[src/hw/rtl/triangle_face_dedup_table_assert.svh]
// Assertion macros for the face dedup table.
`ifndef TRIANGLE_FACE_DEDUP_TABLE_ASSERT_SVH
`define TRIANGLE_FACE_DEDUP_TABLE_ASSERT_SVH

`ifndef ASSERT_OFF
`define TFD_ASSERT(label, clk, rst, prop, msg) \
   label: assert property (@(posedge clk) disable iff (rst) prop) else $error(msg);
`define TFD_ASSERT_ALWAYS(label, clk, prop, msg) \
   label: assert property (@(posedge clk) prop) else $error(msg);
`else
`define TFD_ASSERT(label, clk, rst, prop, msg)
`define TFD_ASSERT_ALWAYS(label, clk, prop, msg)
`endif

`endif

[src/hw/rtl/tfd_pkg.sv]
`default_nettype none

package tfd_pkg;

   localparam int MAX_FACES    = 256;
   localparam int COORD_W      = 32;
   localparam int IDX_W        = (MAX_FACES > 1) ? $clog2(MAX_FACES) : 1;
   localparam int FACE_INDEX_W = 8;
   localparam int STATUS_W     = 2;

   typedef enum logic [STATUS_W-1:0] {
      STATUS_FOUND,
      STATUS_INSERTED,
      STATUS_FULL
   } status_type;

   typedef struct packed {
      logic [COORD_W-1:0] x;
      logic [COORD_W-1:0] y;
      logic [COORD_W-1:0] z;
   } corner_type;

   typedef corner_type [2:0] face_type;

   typedef struct packed {
      logic             valid;
      logic             done;
      status_type       status;
      logic [IDX_W-1:0] idx;
      face_type         face;
   } stage_type;

   // stored corner compared with query corner 0, 1, 2 for each ordering
   localparam logic [1:0] CORNER_ORDERS [6][3] = '{
      '{2'd0, 2'd1, 2'd2}, '{2'd0, 2'd2, 2'd1}, '{2'd1, 2'd0, 2'd2},
      '{2'd1, 2'd2, 2'd0}, '{2'd2, 2'd0, 2'd1}, '{2'd2, 2'd1, 2'd0}
   };

   function automatic logic face_match(input face_type stored, input face_type query);
      logic [2:0][2:0] eq;
      logic            hit;
      int              i;
      int              j;
      int              p;
      for (i = 0; i < 3; i++) begin
         for (j = 0; j < 3; j++) begin
            eq[i][j] = (stored[i] == query[j]);
         end
      end
      hit = 1'b0;
      for (p = 0; p < 6; p++) begin
         hit = hit | (eq[CORNER_ORDERS[p][0]][0] & eq[CORNER_ORDERS[p][1]][1]
                      & eq[CORNER_ORDERS[p][2]][2]);
      end
      return hit;
   endfunction

endpackage

`default_nettype wire

[src/hw/rtl/tfd_cell.sv]
`default_nettype none

`include "triangle_face_dedup_table_assert.svh"

module tfd_cell import tfd_pkg::*; (
   input  wire logic             clock,
   input  wire logic             reset,
   input  wire logic             enable,
   input  wire logic [IDX_W-1:0] cell_idx,
   input  wire stage_type        stage_in,
   output stage_type             stage_out
);

   face_type  face_ff;
   logic      face_valid_ff;
   stage_type stage_ff;
   stage_type stage_in_next;
   logic      active;
   logic      hit;
   logic      capture;

   assign active  = stage_in.valid && !stage_in.done;
   assign hit     = face_match(face_ff, stage_in.face);
   assign capture = enable && active && !face_valid_ff;

   always_comb begin
      stage_in_next = stage_in;
      if (active) begin
         if (!face_valid_ff) begin
            stage_in_next.done   = 1'b1;
            stage_in_next.status = STATUS_INSERTED;
            stage_in_next.idx    = cell_idx;
         end else if (hit) begin
            stage_in_next.done   = 1'b1;
            stage_in_next.status = STATUS_FOUND;
            stage_in_next.idx    = cell_idx;
         end
      end
   end

   always_ff @(posedge clock) begin
      if (reset) begin
         face_valid_ff  <= 1'b0;
         stage_ff.valid <= 1'b0;
      end else begin
         if (capture) begin
            face_valid_ff <= 1'b1;
         end
         if (enable) begin
            stage_ff <= stage_in_next;
         end
      end
   end

   always_ff @(posedge clock) begin
      if (capture) begin
         face_ff <= stage_in.face;
      end
   end

   assign stage_out = stage_ff;

   `TFD_ASSERT(a_face_kept, clock, reset, face_valid_ff |=> face_valid_ff, "stored face lost")
   `TFD_ASSERT(a_empty_cell_captures, clock, reset,
      capture |=> (face_valid_ff && stage_ff.done && stage_ff.status == STATUS_INSERTED),
      "empty cell did not capture item")
   `TFD_ASSERT(a_hit_index, clock, reset,
      (enable && active && face_valid_ff && hit) |=>
         (stage_ff.done && stage_ff.status == STATUS_FOUND && stage_ff.idx == cell_idx),
      "match reported with wrong index")

endmodule

`default_nettype wire

[config.mk]
export PLATFORM = sky130hd
export DESIGN_NAME = tfd_cell
export DESIGN_NICKNAME = d
export VERILOG_FILES = /design/src/hw/rtl/tfd_pkg.sv /design/src/hw/rtl/tfd_cell.sv
export VERILOG_INCLUDE_DIRS = /design/src /design/src/hw/rtl
export SDC_FILE = /design/constraint.sdc
export NUM_CORES = 1
export LEC_CHECK = 0
export BUFFER_PORTS_ARGS = -buffer_cell sky130_fd_sc_hd__buf_2
export CORE_ASPECT_RATIO = 0.6
export CORE_MARGIN = 5
export CORE_UTILIZATION = 35
export CTS_BUF_LIST = sky130_fd_sc_hd__clkbuf_16
export DETAILED_ROUTE_END_ITERATION = 12
export PLACE_DENSITY = 0.66
export RECOVER_POWER = 25
export SLEW_MARGIN = 20
export SYNTH_ARGS = -nofsm -noshare
export SYNTH_HDL_FRONTEND = slang
export SYNTH_SLANG_ARGS = --single-unit
[constraint.sdc]
create_clock -name clock -period 40.5 [get_ports clock]
set_input_delay 0 -clock clock [delete_from_list [all_inputs] [get_ports clock]]
set_output_delay 0 -clock clock [all_outputs]
set_load 0.005 [all_outputs]
# ---- Word level (Yosys, flattened, before mapping)
# Cells that the tools add are included.
# Widths: inputs -> output; s select.
dict set report classes {
  n_reduce_logical 6
  eq_ne 9
  bitwise_logic 18
  muxes 3
}
# operator n
set op_table {}
lappend op_table {{$eq 96x96->1} 9}
lappend op_table {{$mux 11} 3}
lappend op_table {{$and 1x1->1} 12}
lappend op_table {{$or 1x1->1} 5}
lappend op_table {{$logic_and 1x1->1} 3}
lappend op_table {{$logic_not 1->1} 2}
lappend op_table {{$reduce_and 2->1} 1}
lappend op_table {{$not 1->1} 1}
dict set report totals {
  elab_cells 59
  out_inout_bits 300
  input_bits 311
  ff_bits 589
}

# ---- Depth between registers and ports, before layout
# Gate-level depths: netlist (run 1).
dict set report depth {
  word_depth 11
  depth_mapped 8
  depth_no_buf 8
}

# ---- Worst setup path before layout (run 1)
# OpenSTA, ideal clock, no wires.
dict set report synth_path {
  path_kind {flip-flop to flip-flop}
  startpoint {register face_valid_ff}
  endpoint {register face_ff[0] in the netlist's numbering, enable pin}
  n_path_buf 0
  required_time_ns 39.208
  arrival_ns 19.750
  stages_incl_launch_ff 2
  period_less_slack_ns 21.042
  slack_ns 19.458
  setup_time_ns 1.292
  cell_sequence {dfxtp_1 > nor3_1}
}
dict set report synth_via {
  elab_chain_len 2
}
# element line_no
set synth_lines {}
lappend synth_lines {{start: declaration} tfd_cell.sv:15} ;# logic face_valid_ff;
lappend synth_lines {{start signal: assignment} tfd_cell.sv:43} ;# face_valid_ff <= 1'b0;
lappend synth_lines {{start signal: assignment} tfd_cell.sv:47} ;# face_valid_ff <= 1'b1;
lappend synth_lines {{$logic_not 1->1} n/a}
lappend synth_lines {{$logic_and 1x1->1} tfd_cell.sv:24} ;# assign capture = enable && active && !face_valid_ff;
lappend synth_lines {{net capture} tfd_cell.sv:20} ;# logic capture;
lappend synth_lines {{end signal: assignment} tfd_cell.sv:57} ;# face_ff <= stage_in.face;
lappend synth_lines {{end: declaration} tfd_cell.sv:14} ;# face_type face_ff;
# The timed path passes the listed nets, and every way through them passes these cells.
# A chain may end at the register's enable or synchronous reset.

==> summary.md, run 1 <==
| Metric | Value |
|---|---|
| Status | complete, no violations |
| Yosys cell types | 23 |
| Die width | 370 um |
| Fmax | 0.179 GHz |
| Layout area overhead | 34.0% |
| RSZ-0062 raised after global routing | no |
| CTS H-tree lvls | 2 |
| Least-Margin Pin Slew | 1320 ps |
| FFs w/ async S/R, synth | 0 |
| Slowest Stage Delay on Critical Path | 1020 ps |
| Most used DFF post-synth | edfxtp_1 |
| Post-Layout Cell Count | 3870 |
| Total CTS buffers | 58 |
| Mapped Nets | 2087 |
| Top-Level Pins | 611 |
| Worst EP arrival | 5960 ps |
| Row count | 79 |
| Number of synthesized flops with an enable pin | 587 |
| Sink Count | 589 |
| Setup TNS | 0 ps |
| Detail Route Antenna Nets | 0 |
| Antenna violations before repair | 19 |
| Worst-case clock buffer depth | 3 |
| Worst-Skew Late Latency | 640 ps |
| Global-route wire length before repair | 190000 um |
| Pre-antenna DRT Iters | 5 |
| Static Leak | 12.0 nW |
| GRT Overall Usage | 0.345 |
| Total gr overflow | 0 |
| Synth top area cells | edfxtp_1 65%, xnor2_1 22%, xor2_1 5.6% |
| Crit-path cells | xnor2_1 -> nand4_1 -> nor4_1 -> nand4_1 -> nor4_1 -> o2111ai_1 -> a41oi_4 -> mux2_2 -> dlygate4sd3_1 |
| Yosys warnings | 0 |
| Register area | 17700 sq um |
| Vias in the first global route | 20600 |
| Setup violators final | 0 |
| Fraction of layout cells with a size suffix above 1 | 0.189 |
| Peak VDD IR | 29.0 uV |
| Max-cap viol count | 0 |
| Crit. End Element | register |
| Average via count per standard cell | 5.44 |
| Crit path time final | 5570 ps |
| Die ar. | 83800 sq um |
| Slowest cell on crit path | nor4_1 |
| DR iter-0 viols | 3195 |
| Die height | 226 um |
| Critical Setup Path Class | reg -> reg |
| Final Max Slew Viols | 0 |
| CTS tree | built |
| Clock root buffer | clkbuf_16 |
| CP required | 40880 ps |
| Dpl cells | 3450 |
| WL final | 149000 um |
| FF+latch count, synth | 589 |
| Pwr Density | 41.7 nW/um^2 |
| Most frequent cells in the layout | 681 x xnor2_1, 587 x edfxtp_1, 414 x buf_2 |
| Most common cell after layout, fill and taps aside | xnor2_1 |
| Final hold vios | 0 |
| GPL Wtd Cong | 1.05 |
| Final net count | 3079 |
| Hold Path Class | in -> reg |
| Post-DP HPWL | 121000 um |
| Top-area cell type share of the netlist area | 0.646 |
| Fin crit share | 0.138 |
| DR DRC count | 0 |
| IO Port Bufs | 610 |
| Synth Cell Area | 27300 sq um |
| Clock Pin Slew Worst Setup and Hold Paths | 70 ps |
| Initial Util | 0.352 |
| Largest net degree at the start of global routing | 155 |
| Syn Inst Count | 1776 |
| Largest area contributor in the synthesized netlist | edfxtp_1 |
| Via Count | 21100 |
| CP Launch Type | register |
| Core ar. | 77400 sq um |
| Clock Skew | 15.7 ps |
| Avg Inst Size Synth | 15.4 sq um |
| Worst-path maximum fanout | 10 |
| Drt wl/cell | 38.4 um |
| Layout filler cell count | 6919 |
| Area occupied by multi-input gates | 9630 sq um |
| Sequential share of the synthesized area | 0.648 |
| Rel. slew slack | 0.114 |
through the flow:
stage / total power [mW] / hold slack (ps) / util / worst slack [ps] / area, sq um
after floorplan: 0.813 / 69.1 / - / 19460 / 27300
after global placement: 0.946 / 221 / 0.410 / 35710 / 31800
after detailed placement: 0.944 / 230 / 0.410 / 35770 / 31800
after CTS: 1.52 / 102 / 0.475 / 35210 / 36800
after global routing: 1.56 / 122 / 0.472 / 34850 / 36500
final: 1.52 / 125 / 0.472 / 34930 / 36500
sequential cells by signal, indices dropped and copies added (netlist names):
name / flops
stage_out: 300
face_valid_ff: 1
face_ff: 288
worst max-delay path: cells and delay by family (launching register included):
family,cells,cell delay (ps)
buf+inv,1,600
xor+xnor,1,960
compound gates,2,820
simple gates,4,2010
flops,1,460
mux,1,430
cell usage after synthesis (all sizes together), types with 2 or more instances:
cell type,instances
xnor2,684
edfxtp,587
nand4,189
xor2,174
nor4,96
mux2,8
inv,7
nand2,7
o22ai,4
nor2,3
a22o,2
dfxtp,2
nand2b,2
o2111ai,2
power by group:
group | leakage, nW | internal (mW) | total (mW) | switching, mW
clock network | 0.941 | 0.303 | 0.558 | 0.255
registers | 5.46 | 0.705 | 0.722 | 0.0168
logic | 5.63 | 0.0826 | 0.242 | 0.160
cell type report:
class,instances,area share
inverters,7,0.000719
clock inverters,49,0.0111
repair buffers,932,0.165
well taps,1053,0.0361
multi-input cells,1180,0.263
diodes,1,0.0000685
flip-flops and latches,589,0.484
clock buffers,59,0.0404
worst paths after layout:
check                      from              to  cells after the start  slack (ps)
setup / recovery    face_ff[47]  stage_out[291]                      9       34930
hold / removal            reset   face_valid_ff                      3         130
setup reg to reg    face_ff[47]  stage_out[291]                      9       34930
hold reg to reg   face_valid_ff   face_valid_ff                      2         600
kinds of logic (layout without fill, tap and decap cells):
group                  Yosys count  in the layout  share of synthesized area
buffers and inverters            7           1047                   0.000964
XOR/XNOR                       858            858                      0.276
multiplexers                     8              8                    0.00330
AND/OR/NAND/NOR                301            301                     0.0682
flip-flops                     589            589                      0.648
other                            0              1                          0
AO/OA/AOI/OAI                   13             13                    0.00418
routing by layer:
metal  part of all wire  track usage  up-vias
met3               0.13        0.131      152
li1                   -            -     8591
met1               0.45        0.518    10900
met5            0.00047            0        -
met4              0.016       0.0458       12
met2               0.40        0.485     1435
what timing repair did:
item                      4_1_cts  5_1_grt
setup buffers                   0        0
hold endpoints to repair      595        0
gates resized for setup         0        0
hold buffers                  311        0
No activity file was read; power rests on OpenSTA's default activity.
==> inputs of run 2 (changes only) <==
PLACE_DENSITY = 0.68   (was 0.66)
clock period = 4.5 ns   (was 40.5 ns; I/O delays follow)
==> run 2 against run 1 <==
  * The run now ends with setup timing left
  * Sequential power rose to 9.0 times the previous value
  * Wire length decreased by 1.2%
  * Global-route usage decreased by 0.45 points
  * Die area did not move
  * Count of clock-buffer cells in the layout grew 2
  * Highest routed layer unchanged
  * Register-to-register slack worse by 35000 ps
  * Sequential share of layout area fell by 1.2 points
  * Worst hold slack improved by 59 ps
  * Clock power grew to 9.8 times the previous value
  * Via count rose by 2.2%
  * Largest power group unchanged
  * Critical path type unchanged
==> summary.md, run 2 (same netlist as run 1, synthesis figures left out) <==
| Metric | Value |
|---|---|
| Status | finished, violations left |
| Violated checks | setup timing |
| Drt wl/cell | 37.2 um (-3.2%) |
| Cell Int Power | 10.3 mW (+840%) |
| Setup violators final | 8 (+8) |
| RSZ-0062 raised after global routing | no |
| Max reg flops | 300 (unchanged) |
| DR iter-0 viols | 3156 (-1.2%) |
| Layout area overhead | 37.3% |
| Gate power share | 0.157 (-0.002) |
| Static Leak | 12.5 nW (+4.3%) |
| Clock Pin Slew Worst Setup and Hold Paths | 70 ps (about the same) |
| Total CTS buffers | 58 (unchanged) |
| Via Count | 21500 (+2.2%) |
| Fin worst setup slack | -130 ps (-35060 ps) |
| Die ar. | 83800 sq um (unchanged) |
| Sequential power share | 0.458 (-0.016) |
| Final Max Slew Viols | 0 (unchanged) |
| Most common cell after layout, fill and taps aside | xnor2_1 |
| CTS tree | built |
| Clock root buffer | clkbuf_16 |
| Pre-antenna DRT Iters | 5 (unchanged) |
| Worst-Skew Late Latency | 660 ps (+20 ps) |
| GRT Overall Usage | 0.341 (-0.00450) |
| Average via count per standard cell | 5.44 (about the same) |
| Fraction of layout cells with a size suffix above 1 | 0.216 (+0.0268) |
| Global-route wire length before repair | 190000 um (-0.26%) |
| Total gr overflow | 0 (unchanged) |
| NetSw | 3.93 mW (+810%) |
| Post-Layout Cell Count | 3953 (+2.1%) |
| Core ar. | 77400 sq um (unchanged) |
| Dpl cells | 3528 (+2.3%) |
| CP required | 4880 ps (-36000 ps) |
| Pwr Density | 379 nW/um^2 (+810%) |
| CTS H-tree lvls | 2 (unchanged) |
| Antenna violations before repair | 22 (+3) |
| IO Port Bufs | 610 (unchanged) |
| Row count | 79 (unchanged) |
| Critical Setup Path Class | reg -> reg |
| Most frequent cells in the layout | 680 x xnor2_1, 587 x edfxtp_1, 415 x buf_2 |
| Rel. slew slack | 0.0567 (-0.0573) |
| WL final | 147000 um (-1.2%) |
| Worst-case clock buffer depth | 3 (unchanged) |
| Sink Count | 589 (unchanged) |
| Fin crit share | 1.03 (+0.891) |
| Detail Route Antenna Nets | 0 (unchanged) |
| Sw frac | 0.277 (-0.00622) |
| Crit. End Element | register |
| Max-cap viol count | 0 (unchanged) |
| Initial Util | 0.352 (unchanged) |
| Peak VDD IR | 272 uV (+840%) |
| Vias in the first global route | 21100 (+2.7%) |
| Die height | 226 um (unchanged) |
| Final net count | 3158 (+2.6%) |
| CP Launch Type | register |
| Final hold vios | 0 (unchanged) |
| Pre-CTS setup slack | 14.1 ps (-35760 ps) |
| Crit path time final | 4630 ps (-944 ps) |
| Fmax | 0.216 GHz (+20%) |
| Setup TNS | -859 ps (-859 ps) |
| Largest net degree at the start of global routing | 175 (+13%) |
| Clock Skew | 32.4 ps (+16.7 ps) |
| Post-DP HPWL | 119000 um (-1.4%) |
| Worst EP arrival | 5010 ps (-950 ps) |
| Die width | 370 um (unchanged) |
| Least-Margin Pin Slew | 1410 ps (+98.2 ps) |
| Clock share of power | 0.385 (+0.018) |
| Worst-path maximum fanout | 10 (unchanged) |
| Hold Path Class | in -> reg |
| DR DRC count | 0 (unchanged) |
| Top-Level Pins | 611 (unchanged) |
| GPL Wtd Cong | 1.12 (+6.9%) |
run 2: cell types whose count changed in the layout (fill, tap and decap cells not counted), sizes merged:
cell and delta:
dlygate4sd3 +1, inv +4, clkinvlp +1, diode +2
clkinv -10, clkbuf +1, bufinv +5, buf +79
run 2: per-layer routing:
metal / up-vias / wire (um) / GRT usage
li1: 8754 / - / -
met1: 11000 / 61300 / 0.480
met2: 1597 / 59500 / 0.477
met3: 193 / 23100 / 0.169
met4: 14 / 3140 / 0.0642
met5: - / 87 / 0
run 2: worst paths after layout:
| path | startpoint | end | slack (ps) | depth (start not counted) |
|---|---|---|---|---|
| max | face_ff[59] | stage_out[294] | -130 | 9 |
| max reg2reg | face_ff[59] | stage_out[294] | -130 | 9 |
| min | reset | face_valid_ff | 180 | 3 |
| min reg2reg | face_valid_ff | face_valid_ff | 580 | 2 |
run 2: cell type report:
cell class / instances / area [sq um]
clock buffers: 61 / 1530
multi-input cells: 1180 / 9650
inverters: 7 / 26.3
flip-flops and latches: 589 / 17700
well taps: 1053 / 1320
clock inverters: 49 / 559
diodes: 3 / 7.51
repair buffers: 1011 / 6680
fillers: 6814 / 40000
run 2: per-stage QoR:
stage / total power, mW / hold slack, ps / area, sq um / util
2_1_floorplan: 7.24 / 65.0 / 27300 / -
3_3_place_gp: 8.54 / 222 / 32400 / 0.419
3_5_place_dp: 8.53 / 224 / 32400 / 0.419
4_1_cts: 14.2 / 108 / 37600 / 0.486
5_1_grt: 14.5 / 158 / 37400 / 0.484
6_report: 14.2 / 184 / 37400 / 0.484
run 2: power by group through the flow:
| stage | clock network [mW] | logic (mW) | registers (mW) |
|---|---|---|---|
| 2_1_floorplan | 0 | 0.593 | 6.64 |
| 3_3_place_gp | 0 | 1.95 | 6.60 |
| 3_5_place_dp | 0 | 1.93 | 6.61 |
| 4_1_cts | 5.52 | 2.15 | 6.49 |
| 5_1_grt | 5.74 | 2.24 | 6.52 |
| 6_report | 5.45 | 2.23 | 6.50 |
run 2: critical path, stage by stage (launching register included):
cell	delay [ps]
edfxtp_1	450
xnor2_1	840
nand4_1	200
nor4_1	920
nand4_1	370
nor4_1	350
o21ai_0	320
a41oi_4	390
buf_12	180
mux2_2	350
run 2: timing repair:
action / CTS / global route
cloned: 0 / 0
hold buffers: 312 / 0
setup buffers: 0 / 0
setup endpoints to repair: 8 / 10
endpoints found under the hold margin: 612 / 0
resized for setup: 1 / 4
